--- src/rtl/core/usd_pkg.sv ---
`timescale 1ns / 1ps

package usd_pkg;

	// Default depth of the run queue between the front and back parts.
	localparam int QUEUE_DEPTH = 4;

	// One input byte causes at most this many results.
	localparam int MAX_RESULTS = 4;
	localparam int IDX_W       = $clog2(MAX_RESULTS);

	// Byte classification constants.
	localparam logic [7:0] CONT_MASK  = 8'hC0;
	localparam logic [7:0] CONT_TAG   = 8'h80;
	localparam logic [7:0] LEAD2_MASK = 8'h1F;
	localparam logic [7:0] LEAD3_MASK = 8'h0F;
	localparam logic [7:0] LEAD4_MASK = 8'h07;

	// Sequence lengths.
	localparam logic [2:0] LEN_NONE = 3'd0;
	localparam logic [2:0] LEN_1    = 3'd1;
	localparam logic [2:0] LEN_2    = 3'd2;
	localparam logic [2:0] LEN_3    = 3'd3;
	localparam logic [2:0] LEN_4    = 3'd4;

	// One result as it leaves the block, without the end-of-run mark.
	typedef struct packed {
		logic [21:0] code_point;
		logic        is_error;
		logic [2:0]  seq_length;
	} result_t;

	// All results caused by one input byte.
	typedef struct packed {
		logic [2:0]                    count;
		result_t [MAX_RESULTS-1:0]     res;
	} run_t;

	// Error result carrying the negated offending byte.
	function automatic result_t err_result(input logic [7:0] b);
		result_t r;
		r.code_point = 22'd0 - {14'd0, b};
		r.is_error   = 1'b1;
		r.seq_length = LEN_1;
		return r;
	endfunction

	// Good result carrying a code point.
	function automatic result_t ok_result(input logic [20:0] cp, input logic [2:0] len);
		result_t r;
		r.code_point = {1'b0, cp};
		r.is_error   = 1'b0;
		r.seq_length = len;
		return r;
	endfunction

endpackage

--- src/rtl/core/usd_front.sv ---
`timescale 1ns / 1ps

module usd_front import usd_pkg::*; (
	input  logic       clk,
	input  logic       arst_n,
	input  logic       byte_valid,
	input  logic [7:0] in_byte,
	input  logic       end_of_stream,
	input  logic       q_full,
	output logic       byte_stall,
	output logic       push,
	output run_t       push_run
);

	// Open sequence state.
	logic [7:0]  held_lead_q;
	logic [2:0]  exp_len_q;
	logic [1:0]  held_cnt_q;
	logic [7:0]  held_cont_q [2];
	logic [20:0] partial_q;

	logic [7:0]  held_lead_n;
	logic [2:0]  exp_len_n;
	logic [1:0]  held_cnt_n;
	logic [20:0] partial_n;
	logic        cont_we;

	logic        accept;
	logic        is_cont;
	logic        fresh;
	logic [20:0] shifted;
	logic [2:0]  n;
	run_t        run;

	// A byte is taken whenever the queue has room for its run.
	assign byte_stall = q_full;
	assign accept     = byte_valid && !q_full;
	assign is_cont    = (in_byte & CONT_MASK) == CONT_TAG;
	assign shifted    = {partial_q[14:0], in_byte[5:0]};

	// Classify the byte against the open sequence and build its run of results.
	always_comb begin
		run         = '0;
		n           = 3'd0;
		fresh       = 1'b1;
		cont_we     = 1'b0;
		held_lead_n = held_lead_q;
		exp_len_n   = exp_len_q;
		held_cnt_n  = held_cnt_q;
		partial_n   = partial_q;

		if (exp_len_q != LEN_NONE) begin
			if (is_cont && ({1'b0, held_cnt_q} + 3'd2 >= exp_len_q)) begin
				// Sequence complete.
				fresh       = 1'b0;
				run.res[0]  = ok_result(shifted, exp_len_q);
				n           = 3'd1;
				held_lead_n = 8'd0;
				exp_len_n   = LEN_NONE;
				held_cnt_n  = 2'd0;
				partial_n   = 21'd0;
			end else if (is_cont && !end_of_stream) begin
				// Hold the continuation byte and wait for more.
				fresh      = 1'b0;
				cont_we    = 1'b1;
				held_cnt_n = held_cnt_q + 2'd1;
				partial_n  = shifted;
			end else begin
				// Broken or cut-off sequence: report the lead and the held bytes.
				run.res[0] = err_result(held_lead_q);
				if (held_cnt_q >= 2'd1) begin
					run.res[1] = err_result(held_cont_q[0]);
				end
				if (held_cnt_q >= 2'd2) begin
					run.res[2] = err_result(held_cont_q[1]);
				end
				n           = 3'd1 + {1'b0, held_cnt_q};
				held_lead_n = 8'd0;
				exp_len_n   = LEN_NONE;
				held_cnt_n  = 2'd0;
				partial_n   = 21'd0;
				if (is_cont) begin
					// Cut off by end of stream: the byte itself is an error too.
					fresh                  = 1'b0;
					run.res[n[IDX_W-1:0]]  = err_result(in_byte);
					n                      = n + 3'd1;
				end
			end
		end

		// Decode the byte on its own.
		if (fresh) begin
			if (in_byte inside {[8'h00:8'h7F]}) begin
				run.res[n[IDX_W-1:0]] = ok_result({13'd0, in_byte}, LEN_1);
				n                     = n + 3'd1;
			end else if (in_byte inside {[8'h80:8'hBF], [8'hF8:8'hFF]} || end_of_stream) begin
				run.res[n[IDX_W-1:0]] = err_result(in_byte);
				n                     = n + 3'd1;
			end else begin
				held_lead_n = in_byte;
				held_cnt_n  = 2'd0;
				if (in_byte inside {[8'hC0:8'hDF]}) begin
					exp_len_n = LEN_2;
					partial_n = {13'd0, in_byte & LEAD2_MASK};
				end else if (in_byte inside {[8'hE0:8'hEF]}) begin
					exp_len_n = LEN_3;
					partial_n = {13'd0, in_byte & LEAD3_MASK};
				end else begin
					exp_len_n = LEN_4;
					partial_n = {13'd0, in_byte & LEAD4_MASK};
				end
			end
		end

		run.count = n;
	end

	assign push     = accept && (n != 3'd0);
	assign push_run = run;

	// Sequence state registers.
	always_ff @(posedge clk or negedge arst_n) begin
		if (!arst_n) begin
			held_lead_q <= 8'd0;
			exp_len_q   <= LEN_NONE;
			held_cnt_q  <= 2'd0;
			partial_q   <= 21'd0;
		end else if (accept) begin
			held_lead_q <= held_lead_n;
			exp_len_q   <= exp_len_n;
			held_cnt_q  <= held_cnt_n;
			partial_q   <= partial_n;
		end
	end

	// Held continuation bytes.
	always_ff @(posedge clk) begin
		if (accept && cont_we) begin
			held_cont_q[held_cnt_q[0]] <= in_byte;
		end
	end

endmodule

--- src/rtl/core/usd_queue.sv ---
`timescale 1ns / 1ps

module usd_queue import usd_pkg::*; #(
	parameter int DEPTH = QUEUE_DEPTH
) (
	input  logic clk,
	input  logic arst_n,
	input  logic push,
	input  run_t push_run,
	input  logic pop,
	output logic full,
	output logic empty,
	output run_t head
);

	localparam int PW = (DEPTH > 1) ? $clog2(DEPTH) : 1;
	localparam int CW = $clog2(DEPTH + 1);

	run_t          store_q [DEPTH];
	logic [PW-1:0] wr_ptr_q;
	logic [PW-1:0] rd_ptr_q;
	logic [CW-1:0] count_q;

	assign full  = count_q == CW'(DEPTH);
	assign empty = count_q == '0;
	assign head  = store_q[rd_ptr_q];

	// Run storage.
	always_ff @(posedge clk) begin
		if (push) begin
			store_q[wr_ptr_q] <= push_run;
		end
	end

	// Pointers and fill count.
	always_ff @(posedge clk or negedge arst_n) begin
		if (!arst_n) begin
			wr_ptr_q <= '0;
			rd_ptr_q <= '0;
			count_q  <= '0;
		end else begin
			if (push) begin
				wr_ptr_q <= (wr_ptr_q == PW'(DEPTH - 1)) ? '0 : wr_ptr_q + 1'b1;
			end
			if (pop) begin
				rd_ptr_q <= (rd_ptr_q == PW'(DEPTH - 1)) ? '0 : rd_ptr_q + 1'b1;
			end
			if (push && !pop) begin
				count_q <= count_q + 1'b1;
			end else if (pop && !push) begin
				count_q <= count_q - 1'b1;
			end
		end
	end

	// A transfer into a full queue or out of an empty one would lose or invent runs.
	a_no_overflow: assert property (@(posedge clk) disable iff (!arst_n)
		push |-> (!full || pop))
		else $error("run pushed into full queue");
	a_no_underflow: assert property (@(posedge clk) disable iff (!arst_n)
		pop |-> !empty)
		else $error("run popped from empty queue");
	a_count_bound: assert property (@(posedge clk) disable iff (!arst_n)
		count_q <= CW'(DEPTH))
		else $error("queue count beyond depth");

endmodule

--- src/rtl/core/usd_back.sv ---
`timescale 1ns / 1ps

module usd_back import usd_pkg::*; (
	input  logic        clk,
	input  logic        arst_n,
	input  logic        empty,
	input  run_t        head,
	output logic        pop,
	output logic        cp_valid,
	input  logic        cp_stall,
	output logic [21:0] code_point,
	output logic        is_error,
	output logic [2:0]  seq_length,
	output logic        last_of_run
);

	logic [IDX_W-1:0] idx_q;
	logic             valid_q;
	result_t          res_q;
	logic             last_q;
	logic             load;
	logic             last;
	result_t          cur;

	// Walk the head run one result per transfer.
	assign cur  = head.res[idx_q];
	assign last = ({1'b0, idx_q} + 3'd1) == head.count;
	assign load = !empty && (!valid_q || !cp_stall);
	assign pop  = load && last;

	// Result index within the head run.
	always_ff @(posedge clk or negedge arst_n) begin
		if (!arst_n) begin
			idx_q <= '0;
		end else if (load) begin
			idx_q <= last ? '0 : idx_q + 1'b1;
		end
	end

	// Output register valid.
	always_ff @(posedge clk or negedge arst_n) begin
		if (!arst_n) begin
			valid_q <= 1'b0;
		end else if (load) begin
			valid_q <= 1'b1;
		end else if (!cp_stall) begin
			valid_q <= 1'b0;
		end
	end

	// Output register payload.
	always_ff @(posedge clk) begin
		if (load) begin
			res_q  <= cur;
			last_q <= last;
		end
	end

	assign cp_valid    = valid_q;
	assign code_point  = res_q.code_point;
	assign is_error    = res_q.is_error;
	assign seq_length  = res_q.seq_length;
	assign last_of_run = last_q;

	// The walk index never passes the end of the head run.
	a_idx_in_run: assert property (@(posedge clk) disable iff (!arst_n)
		!empty |-> ({1'b0, idx_q} < head.count))
		else $error("result index beyond head run");

endmodule

--- src/rtl/core/utf8_stream_decoder.sv ---
`timescale 1ns / 1ps

// UTF-8 stream decoder.
// Input channel: byte_valid / byte_stall carry in_byte and end_of_stream, one raw
// byte per transfer. Output channel: cp_valid / cp_stall carry code_point,
// is_error, seq_length and last_of_run, one result per transfer.
// Each byte causes zero to four results; a byte that only extends an open
// sequence causes none. Errors carry the negated offending byte.
// Throughput: one byte per cycle while each byte causes at most one result
// and cp_stall is low. A byte that causes k results occupies the output
// register for k transfers; the run queue (DEPTH runs) absorbs such bursts,
// and byte_stall rises only when it is full.
// A byte's results are written into the run queue on its transfer and then
// loaded into the output register when the output side is free.
// Reset clears the open sequence, the queue and the output valid.
// While cp_stall is high the output holds its result, the queue fills, and
// then byte_stall is raised.
module utf8_stream_decoder import usd_pkg::*; #(
	parameter int DEPTH = QUEUE_DEPTH
) (
	input  logic        clk,
	input  logic        arst_n,
	input  logic        byte_valid,
	output logic        byte_stall,
	input  logic [7:0]  in_byte,
	input  logic        end_of_stream,
	output logic        cp_valid,
	input  logic        cp_stall,
	output logic [21:0] code_point,
	output logic        is_error,
	output logic [2:0]  seq_length,
	output logic        last_of_run
);

	logic push;
	logic pop;
	logic full;
	logic empty;
	run_t push_run;
	run_t head;

	// Classification and sequence assembly.
	usd_front u_front (
		.clk           (clk),
		.arst_n        (arst_n),
		.byte_valid    (byte_valid),
		.in_byte       (in_byte),
		.end_of_stream (end_of_stream),
		.q_full        (full),
		.byte_stall    (byte_stall),
		.push          (push),
		.push_run      (push_run)
	);

	// Runs waiting to be drained.
	usd_queue #(
		.DEPTH (DEPTH)
	) u_queue (
		.clk      (clk),
		.arst_n   (arst_n),
		.push     (push),
		.push_run (push_run),
		.pop      (pop),
		.full     (full),
		.empty    (empty),
		.head     (head)
	);

	// Result drain and output register.
	usd_back u_back (
		.clk         (clk),
		.arst_n      (arst_n),
		.empty       (empty),
		.head        (head),
		.pop         (pop),
		.cp_valid    (cp_valid),
		.cp_stall    (cp_stall),
		.code_point  (code_point),
		.is_error    (is_error),
		.seq_length  (seq_length),
		.last_of_run (last_of_run)
	);

endmodule
--- config.mk ---
export PLATFORM = sky130hd
export DESIGN_NAME = utf8_stream_decoder
export DESIGN_NICKNAME = d
export VERILOG_FILES = /design/src/rtl/core/usd_pkg.sv /design/src/rtl/core/usd_front.sv /design/src/rtl/core/usd_queue.sv /design/src/rtl/core/usd_back.sv /design/src/rtl/core/utf8_stream_decoder.sv
export SDC_FILE = /design/constraint.sdc
export NUM_CORES = 1
export LEC_CHECK = 0
export BUFFER_PORTS_ARGS = -buffer_cell sky130_fd_sc_hd__buf_2
export CORE_MARGIN = 10
export CORE_UTILIZATION = 45
export DETAILED_ROUTE_END_ITERATION = 10
export GPL_ROUTABILITY_DRIVEN = 0
export GPL_TIMING_DRIVEN = 1
export PLACE_DENSITY_LB_ADDON = 0.2
export SYNTH_ARGS = -nofsm -noshare
export SYNTH_HDL_FRONTEND = slang
export SYNTH_HIERARCHICAL = 1
export SYNTH_SLANG_ARGS = --single-unit
--- constraint.sdc ---
create_clock -name clk -period 13.6 [get_ports clk]
set_input_delay 2.72 -clock clk [delete_from_list [all_inputs] [get_ports clk]]
set_output_delay 2.72 -clock clk [all_outputs]
set_load 0.02 [all_outputs]
==> results of run 1 <==
## state kept, by name, indices dropped and copies added, names as in the netlist
| signal | flops |
|---|---|
| u_queue/store_q | 428 |
| u_back/code_point | 22 |
| u_front/held_cont_q | 16 |
| u_front/partial_q | 15 |
| u_front/held_lead_q | 8 |
| u_back/seq_length | 3 |
| u_front/exp_len_q | 3 |
| u_queue/count_q | 3 |
| u_back/idx_q | 2 |
| u_front/held_cnt_q | 2 |
| u_queue/rd_ptr_q | 2 |
| u_queue/wr_ptr_q | 2 |
| u_back/cp_valid | 1 |
| u_back/is_error | 1 |
| u_back/last_of_run | 1 |
## cells in the mapped netlist, types with 3 or more instances
| cell | number | share of area |
|---|---|---|
| edfxtp_1 | 471 | 0.65 |
| mux4_2 | 128 | 0.13 |
| nand2_1 | 58 | 0.010 |
| buf_4 | 53 | 0.018 |
| nor2_1 | 46 | 0.0079 |
| o21ai_0 | 41 | 0.0094 |
| dfrtp_1 | 38 | 0.044 |
| buf_2 | 30 | 0.0069 |
| a21oi_1 | 25 | 0.0057 |
| a22o_1 | 25 | 0.010 |
| inv_1 | 25 | 0.0043 |
| ha_1 | 24 | 0.014 |
| a22oi_1 | 18 | 0.0062 |
| clkbuf_1 | 17 | 0.0029 |
| nand3_1 | 15 | 0.0034 |
| xnor2_1 | 15 | 0.0060 |
| nor3_1 | 13 | 0.0030 |
| o22ai_1 | 13 | 0.0037 |
| xor2_1 | 12 | 0.0048 |
| and2_1 | 9 | 0.0026 |
| a31oi_1 | 8 | 0.0023 |
| o21ai_1 | 8 | 0.0018 |
| a21o_1 | 6 | 0.0021 |
| nand2b_1 | 6 | 0.0017 |
| or3_1 | 6 | 0.0017 |
| a32o_1 | 5 | 0.0023 |
| buf_6 | 5 | 0.0026 |
| mux4_1 | 5 | 0.0060 |
| a2bb2oi_1 | 4 | 0.0016 |
| nand4_1 | 4 | 0.0011 |
| nor3b_1 | 4 | 0.0014 |
| a32oi_1 | 3 | 0.0012 |
| and3_1 | 3 | 0.00086 |
| mux2_2 | 3 | 0.0016 |
| o32ai_1 | 3 | 0.0012 |
## cells by family (layout without fill, tap and decap cells)
kind of cell    count (synthesis)  after routing
other cells                     1              6
xor+xnor                       27             27
flops                         509            509
simple gates                  188            188
fa+ha+maj                      25             25
compound gates                179            179
buf+inv                       134            177
mux                           138            138
## where the power goes
group | total (mW) | leakage (nW) | internal, mW | switching (mW)
clock network | 1.34 | 0.780 | 0.789 | 0.553
logic | 1.40 | 2.27 | 0.620 | 0.782
registers | 2.29 | 4.89 | 2.13 | 0.157
total | 5.03 | 7.94 | 3.54 | 1.49
## metrics by stage
step | total power, mW | setup slack [ps] | instances | util
final | 5.03 | 6890 | 1864 | 0.499
after CTS | 5.10 | 6950 | 1863 | 0.499
after global routing | 5.27 | 6620 | 1864 | 0.499
after detailed placement | 3.75 | 6340 | 1769 | 0.465
after floorplan | 3.36 | 5970 | 1206 | -
after global placement | 3.74 | 6390 | 1769 | 0.465
## cell usage in the layout, fill, tap and decap left out, types with 4 or more instances in the layout
master / n
a21o_1: 6
a21oi_1: 22
a22o_1: 25
a22oi_1: 18
a2bb2oi_1: 4
a31oi_1: 8
a32o_1: 5
and2_1: 5
and2_4: 4
buf_2: 41
buf_4: 16
bufinv_16: 5
clkbuf_1: 15
clkbuf_16: 51
clkinv_1: 13
clkinv_2: 7
conb_1: 6
dfrtp_1: 35
edfxtp_1: 471
ha_1: 24
inv_1: 25
mux4_1: 5
mux4_2: 128
nand2_1: 58
nand2b_1: 6
nand3_1: 15
nand4_1: 4
nor2_1: 46
nor3_1: 13
nor3b_1: 4
o21ai_0: 41
o21ai_1: 8
o22ai_1: 12
or3_1: 6
xnor2_1: 15
xor2_1: 12
## per-layer routing
metal	vias up	track usage
li1	4826	-
met1	5763	0.226
met2	421	0.252
met3	104	0.0318
met4	0	0.0447
met5	-	0
## worst reg2reg max path, stage by stage (launching register included)
cell       delay, ps
dfrtp_1          490
inv_1            200
ha_1             310
nor2b_1          210
o211ai_1         210
a2bb2oi_1        170
nor2_1           260
ha_1             420
nand2_1          110
xnor2_1          330
o21a_1           350
and2_4           650
buf_4            910
## final timing paths
path                                        from                      to  slack [ps]  cells after the start
min in group asynchronous                 arst_n  u_front/held_lead_q[5]        2290                      1
hold / removal                u_queue/count_q[2]      u_queue/count_q[2]         490                      1
setup reg to reg           u_front/held_cnt_q[0]  u_queue/store_q[1][54]        8530                     12
max in group asynchronous                 arst_n     u_queue/rd_ptr_q[0]       10620                      1
hold reg to reg               u_queue/count_q[2]      u_queue/count_q[2]         490                      1
setup / recovery                      in_byte[7]  u_queue/store_q[1][54]        6890                     10
## layout make-up
cell class,instances,area share
Clock buffer,67,0.0565
Tap cell,615,0.0323
Inverter,25,0.00394
Clock inverter,27,0.0106
Sequential cell,509,0.634
Multi-Input combinational cell,563,0.248
Timing Repair Buffer,58,0.0145
==> flow_metrics.py, run 1 <==
metrics = {
    "drt": {
        "drt-vias-per-instance": 5.96,
        "maxUsedRoutingLayer": "met4",
        "vias": 11100,
        "avgRoutedWirePerCell_um": 24.7,
        "wl_met1_um": 20300,
        "dr.pass1.iters": 6,
        "drc": 0,
        "postRouteWirelength_um": 46100,
        "ant_nets": 0,
        "wl_met3_um": 2960,
        "drt_iter0_markers": 1181,
        "route.met2.wl_um": 21700,
    },
    "grt": {
        "gr-usage-all-layers": 0.161,
        "grt_pass1_wl_um": 70100,
        "antenna_found_initial": 0,
        "grt_start_max_net_pins": 66,
        "grt_pass1_vias": 11000,
        "grt.overflow.total": 0,
    },
    "die": {
        "io_pins": 42,
        "fp.dieArea_mm2": 0.0576,
        "rows": 80,
        "die_h_um": 240,
        "initial_utilization": 0.456,
        "die_w_um": 240,
        "core-area_mm2": 0.0477,
    },
    "yosys": {
        "synth_fa_ha_area_frac": 0.0147,
        "synth-compound-area-share": 0.0573,
        "synth-async-reset-ratio": 0.0747,
        "syn_area_mm2": 0.0218,
        "synth_ff_type": "edfxtp_1",
        "muxShareOfSynthArea": 0.141,
        "synth_cells": 1201,
        "yosysWarnings": 6,
        "ys_ff_latch": 509,
        "synth-seq-area-share": 0.693,
        "synthXorXnorAreaFrac": 0.0109,
        "syn_area_per_cell_um2": 18.1,
        "ys_types": 77,
        "synth_edf_count": 471,
        "synthSimpleGateAreaFrac": 0.0445,
        "synth_top_family_by_area": "multiplexers",
    },
    "timing": {
        "fin_setup_tns_ps": 0,
        "relSlewSlack": 0.171,
        "post-route-min-period_ps": 6710,
        "setup-violations-final": 0,
        "fin_skew_ps": 11.4,
        "rsz0062_at_grt": "false",
        "timing.final.hold_violations": 0,
        "fmax_ghz": 0.149,
        "whs_ps": 492,
        "worstMarginPinSlew_ps": 1230,
        "min_period_over_period": 0.494,
        "finalMaxSlewViolations": 0,
    },
    "placement": {
        "dp_hpwl_um": 27600,
        "dpl_cell_area_mm2": 0.0222,
        "io_buffers": 41,
    },
    "worst_setup_path": {
        "crit_type": "in2reg",
        "critPathCaptureType": "flop",
        "cp-start-kind": "primary input",
        "crit_family": "buffers and inverters",
        "crit_chain": "buf_2, nand2b_1, a221o_1, inv_1, ha_1, nand2_1, xnor2_1, o21a_1, and2_4, buf_4",
        "slowest_delay_ps": 860,
        "slowest_stage": "buf_4",
        "worstPathMaxFanout": 62,
        "worstPathRequired_ps": 13790,
        "cp.arrival_ps": 6900,
        "critPathBufInv": 3,
    },
    "power_and_ir_drop": {
        "p_leak_nw": 7.94,
        "vdd_drop_max_mv": 0.103,
        "power_density_mw_per_mm2": 211,
    },
    "clock_tree": {
        "cts_tree": "built",
        "insertion_delay_ps": 570,
        "cts_root_buf": "clkbuf_16",
        "post_cts_buffers": 0,
        "clk_pin_slew_ps": 60,
        "cts_hold_buf": 0,
        "cts.sinks": 509,
        "cts-resized-gates": 0,
        "clk_path_buf_depth": 3,
        "cts_made_buffers": 51,
        "htree_levels": 2,
    },
    "run_status": {
        "outcome": "complete, no violations",
    },
    "worst_hold_path": {
        "hold_class": "reg2reg",
    },
    "finish": {
        "regArea_mm2": 0.0151,
        "nNetsFinal": 1246,
        "finalInstanceArea_mm2": 0.0238,
        "final_layout_size_suffix_gt1_frac": 0.227,
        "syn_to_final_growth_pct": 9.42,
        "num_antenna_cells": 0,
        "n_fill_cell": 3835,
        "multi_input_area_mm2": 0.00591,
    },
    "job": {
        "max_cap_viol_count": 0,
    },
}
No activity file was read; power rests on OpenSTA's default activity.
==> inputs of run 2 (changes only) <==
- clock period: 13.6 -> 6.43 ns (I/O delays scaled with it)
==> flow_metrics.py, run 2 (synthesis gave the netlist of run 1 again) <==
metrics = {
    "placement": {
        "io_buffers": 41,
        "dpl_cell_area_mm2": 0.0223,
        "place_inst": 1777,
        "dp_hpwl_um": 28900,
    },
    "die": {
        "initial_utilization": 0.456,
        "core-area_mm2": 0.0477,
        "rows": 80,
        "die_h_um": 240,
        "die_w_um": 240,
        "io_pins": 42,
        "fp.dieArea_mm2": 0.0576,
    },
    "grt": {
        "grt.overflow.total": 0,
        "grt_pass1_wl_um": 72100,
        "grt_start_max_net_pins": 67,
        "antenna_found_initial": 0,
        "gr-usage-all-layers": 0.166,
        "grt_pass1_vias": 11300,
    },
    "clock_tree": {
        "clk_pin_slew_ps": 60,
        "post_cts_buffers": 0,
        "insertion_delay_ps": 600,
        "cts_made_buffers": 52,
        "cts.sinks": 509,
        "clk_path_buf_depth": 3,
        "htree_levels": 2,
        "cts_hold_buf": 0,
        "cts_tree": "built",
        "cts-resized-gates": 0,
        "cts_root_buf": "clkbuf_16",
    },
    "worst_setup_path": {
        "worstPathRequired_ps": 6700,
        "critPathCaptureType": "flop",
        "crit_type": "in2reg",
        "cp.arrival_ps": 4920,
        "worstPathMaxFanout": 43,
        "cp-start-kind": "primary input",
    },
    "finish": {
        "mostFrequentLayoutCells": "edfxtp_1 (471), mux4_2 (128), nand2_1 (58), clkbuf_16 (53), nor2_1 (46)",
        "largest_register_ffs": 428,
        "instances_no_fill": 1874,
        "n_fill_cell": 3837,
        "final_common_cell": "edfxtp_1",
        "fin_util": 0.502,
        "finalInstanceArea_mm2": 0.0240,
        "syn_to_final_growth_pct": 10.1,
        "regMostFlops": "u_queue/store_q",
        "nNetsFinal": 1254,
        "final_layout_size_suffix_gt1_frac": 0.234,
    },
    "drt": {
        "drc": 0,
        "vias": 11100,
        "postRouteWirelength_um": 47200,
        "drt-vias-per-instance": 5.94,
        "ant_nets": 0,
        "avgRoutedWirePerCell_um": 25.2,
        "drt_iter0_markers": 1085,
        "dr.pass1.iters": 6,
    },
    "timing": {
        "rsz0062_at_grt": "false",
        "whs_ps": 504,
        "fmax_ghz": 0.215,
        "finalMaxSlewViolations": 0,
        "fin_skew_ps": 18.5,
        "setup-violations-final": 0,
        "post-route-min-period_ps": 4650,
        "fin_setup_tns_ps": 0,
        "worstMarginPinSlew_ps": 1090,
        "timing.final.hold_violations": 0,
        "relSlewSlack": 0.276,
        "min_period_over_period": 0.723,
    },
    "worst_hold_path": {
        "hold_class": "reg2reg",
    },
    "power_and_ir_drop": {
        "vdd_drop_max_mv": 0.239,
        "power_density_mw_per_mm2": 447,
        "p_leak_nw": 8.00,
    },
    "job": {
        "max_cap_viol_count": 0,
    },
    "run_status": {
        "outcome": "complete, no violations",
    },
}
==> run 2: changes by cell type in the layout (fill, tap and decap cells not counted), sizes merged <==
cell,change
clkinvlp,+2
buf,+7
bufinv,-1
diode,+1
inv,+1
==> run 2: final timing paths <==
kind                                          end  slack [ps]  cells after the start                   from
max                        u_queue/store_q[0][29]        1780                     10             in_byte[7]
max in group asynchronous     u_queue/rd_ptr_q[1]        4890                      1                 arst_n
min reg2reg                 u_front/partial_q[13]         500                      1  u_front/partial_q[13]
min in group asynchronous  u_front/held_lead_q[2]         830                      1                 arst_n
max reg2reg                u_queue/store_q[0][29]        1950                     12  u_front/held_cnt_q[0]
min                         u_front/partial_q[13]         500                      1  u_front/partial_q[13]
==> run 2: per-layer routing <==
metal  part of all wire  track usage  vias to the layer above  routed length [um]
li1                   -            -                     4840                   -
met4              0.023       0.0431                        0                1070
met1               0.44        0.232                     5757               20600
met3              0.066       0.0332                       92                3140
met5                  0            0                        -                   0
met2               0.47        0.263                      441               22400
==> run 2: area by class of cell <==
| class | count | area [um2] | area share |
|---|---|---|---|
| Multi-Input combinational cell | 563 | 5910 | 0.247 |
| Clock inverter | 29 | 245 | 0.0102 |
| Tap cell | 615 | 769 | 0.0321 |
| Sequential cell | 509 | 15100 | 0.630 |
| Inverter | 25 | 93.8 | 0.00392 |
| Antenna cell | 1 | 2.50 | 0.000104 |
| Timing Repair Buffer | 65 | 448 | 0.0187 |
| Clock buffer | 67 | 1390 | 0.0580 |
==> run 2: report_power, final <==
group,switching [mW],internal [mW],total (mW)
combinational,1.64,1.34,2.98
sequential,0.344,4.49,4.84
clock,1.22,1.68,2.90
==> run 2: per-stage QoR <==
step                      total power [mW]  setup slack [ps]
final                                 10.7              1780
after global routing                  11.3              1460
after CTS                             10.9              1780
after detailed placement              7.96              1160
after global placement                7.93              1300
after floorplan                       7.10               238
==> run 2: critical path, stage by stage <==
cell and delay, ps:
buf_2 320, nand2b_1 360, a221o_1 530, inv_1 140
ha_1 360, nand2_1 110, xnor2_1 360, o21a_1 370
and2_4 670, buf_4 390
==> inputs of run 3 (changes only) <==
- clock period: 6.43 -> 4.25 ns (I/O delays scaled with it)
==> flow_metrics.py, run 3 (synthesis gave the netlist of run 1 again) <==
metrics = {
    "run_status": {
        "outcome": "complete, no violations",
    },
    "worst_setup_path": {
        "worstPathRequired_ps": 4740,
        "critPathCaptureType": "flop",
        "crit_type": "reg2reg",
        "cp.arrival_ps": 4310,
        "cp-start-kind": "flop",
        "reg2reg_slack_ps": 420,
        "worstPathMaxFanout": 7,
    },
    "placement": {
        "place_inst": 1800,
        "io_buffers": 41,
        "dp_hpwl_um": 28800,
    },
    "power_and_ir_drop": {
        "clock_power_share": 0.265,
        "sw_frac_of_total": 0.302,
        "p_leak_nw": 8.11,
        "p_seq_frac": 0.438,
        "combPwrFrac": 0.297,
        "p_switching_mw": 4.90,
        "p_int_mw": 11.3,
        "power_density_mw_per_mm2": 671,
        "vdd_drop_max_mv": 0.421,
    },
    "finish": {
        "final_common_cell": "edfxtp_1",
        "regMostFlops": "u_queue/store_q",
        "largest_register_ffs": 428,
        "mostFrequentLayoutCells": "edfxtp_1 (471), mux4_2 (128), nand2_1 (58), clkbuf_16 (53), nor2_1 (45)",
        "instances_no_fill": 1898,
        "final_layout_size_suffix_gt1_frac": 0.247,
        "num_antenna_cells": 0,
        "nNetsFinal": 1278,
        "syn_to_final_growth_pct": 11.0,
    },
    "drt": {
        "drt_iter0_markers": 1250,
        "vias": 11200,
        "drc": 0,
        "dr.pass1.iters": 7,
        "postRouteWirelength_um": 47500,
        "ant_nets": 0,
        "avgRoutedWirePerCell_um": 25.0,
        "drt-vias-per-instance": 5.88,
    },
    "timing": {
        "finalMaxSlewViolations": 0,
        "min_period_over_period": 0.901,
        "relSlewSlack": 0.289,
        "worstMarginPinSlew_ps": 1060,
        "timing.final.hold_violations": 0,
        "setup-violations-final": 0,
        "fin_setup_tns_ps": 0,
        "fmax_ghz": 0.261,
        "post-route-min-period_ps": 3830,
        "rsz0062_at_grt": "false",
        "fin_skew_ps": 27.8,
    },
    "die": {
        "die_h_um": 240,
        "core-area_mm2": 0.0477,
        "io_pins": 42,
        "die_w_um": 240,
        "fp.dieArea_mm2": 0.0576,
        "initial_utilization": 0.456,
        "rows": 80,
    },
    "grt": {
        "grt.overflow.total": 0,
        "grt_pass1_wl_um": 73400,
        "grt_pass1_vias": 11600,
        "gr-usage-all-layers": 0.168,
        "grt_start_max_net_pins": 65,
        "antenna_found_initial": 0,
    },
    "job": {
        "max_cap_viol_count": 0,
    },
    "clock_tree": {
        "cts.sinks": 509,
        "cts_tree": "built",
        "htree_levels": 2,
        "clk_path_buf_depth": 3,
        "insertion_delay_ps": 620,
        "cts_made_buffers": 53,
        "clk_pin_slew_ps": 60,
        "cts_hold_buf": 0,
        "cts_root_buf": "clkbuf_16",
    },
    "worst_hold_path": {
        "hold_class": "in2async",
    },
}
==> run 3: layout make-up <==
class,instances,area [um2]
clock buffers,78,1430
clock inverters,20,171
fillers,3872,23600
inverters,25,93.8
multi-input cells,563,5920
flip-flops and latches,509,15100
well taps,615,769
repair buffers,88,671
==> run 3: repair_timing <==
| action | in CTS | in global routing |
|---|---|---|
| resized for setup | 0 | 1 |
| setup buffers | 0 | 0 |
| endpoints found under the setup margin | 0 | 1 |
==> run 3: layer usage <==
metal,global-route usage,part of all wire
met2,0.262,0.47
met4,0.0612,0.028
met3,0.0255,0.057
met5,0,0
met1,0.237,0.44
==> run 3: path summary, 6_finish.rpt <==
kind                       cells after the start                     end                   from
setup / recovery                              15      u_queue/count_q[1]  u_front/held_cnt_q[0]
hold / removal                                 1  u_front/held_lead_q[6]                 arst_n
setup reg to reg                              15      u_queue/count_q[1]  u_front/held_cnt_q[0]
hold reg to reg                                1      u_queue/count_q[2]     u_queue/count_q[2]
max in group asynchronous                      1     u_queue/rd_ptr_q[0]                 arst_n
min in group clk                               1      u_queue/count_q[2]     u_queue/count_q[2]
==> run 3: metrics by stage <==
step | hold slack [ps] | power [mW] | setup WS (ps) | utilization | cell area [um2]
6_report | 379 | 16.2 | 422 | 0.506 | 24200
5_1_grt | 423 | 17.0 | 66.6 | 0.506 | 24200
4_1_cts | 391 | 16.4 | 355 | 0.506 | 24200
3_5_place_dp | 484 | 12.1 | 316 | 0.472 | 22600
3_3_place_gp | 478 | 12.1 | 333 | 0.472 | 22600
2_1_floorplan | 456 | 10.7 | -321 | - | 21800
==> run 3: critical path: stages (launching register included) <==
cell,delay (ps)
dfrtp_1,460
inv_1,180
ha_1,310
nor2b_1,170
o211ai_1,190
a2bb2oi_1,180
nor2_2,170
inv_1,100
ha_1,290
or3b_1,370
o31a_1,110
o21a_1,200
ha_1,230
inv_1,80
fa_1,400
mux2_2,260
==> run 3: power groups by stage <==
| stage | clock network [mW] | logic (mW) | registers (mW) |
|---|---|---|---|
| final | 4.29 | 4.81 | 7.09 |
| after global routing | 4.61 | 5.22 | 7.18 |
| after CTS | 4.41 | 4.93 | 7.10 |
| after detailed placement | 0 | 4.91 | 7.20 |
| after global placement | 0 | 4.91 | 7.17 |
| after floorplan | 0 | 3.40 | 7.30 |
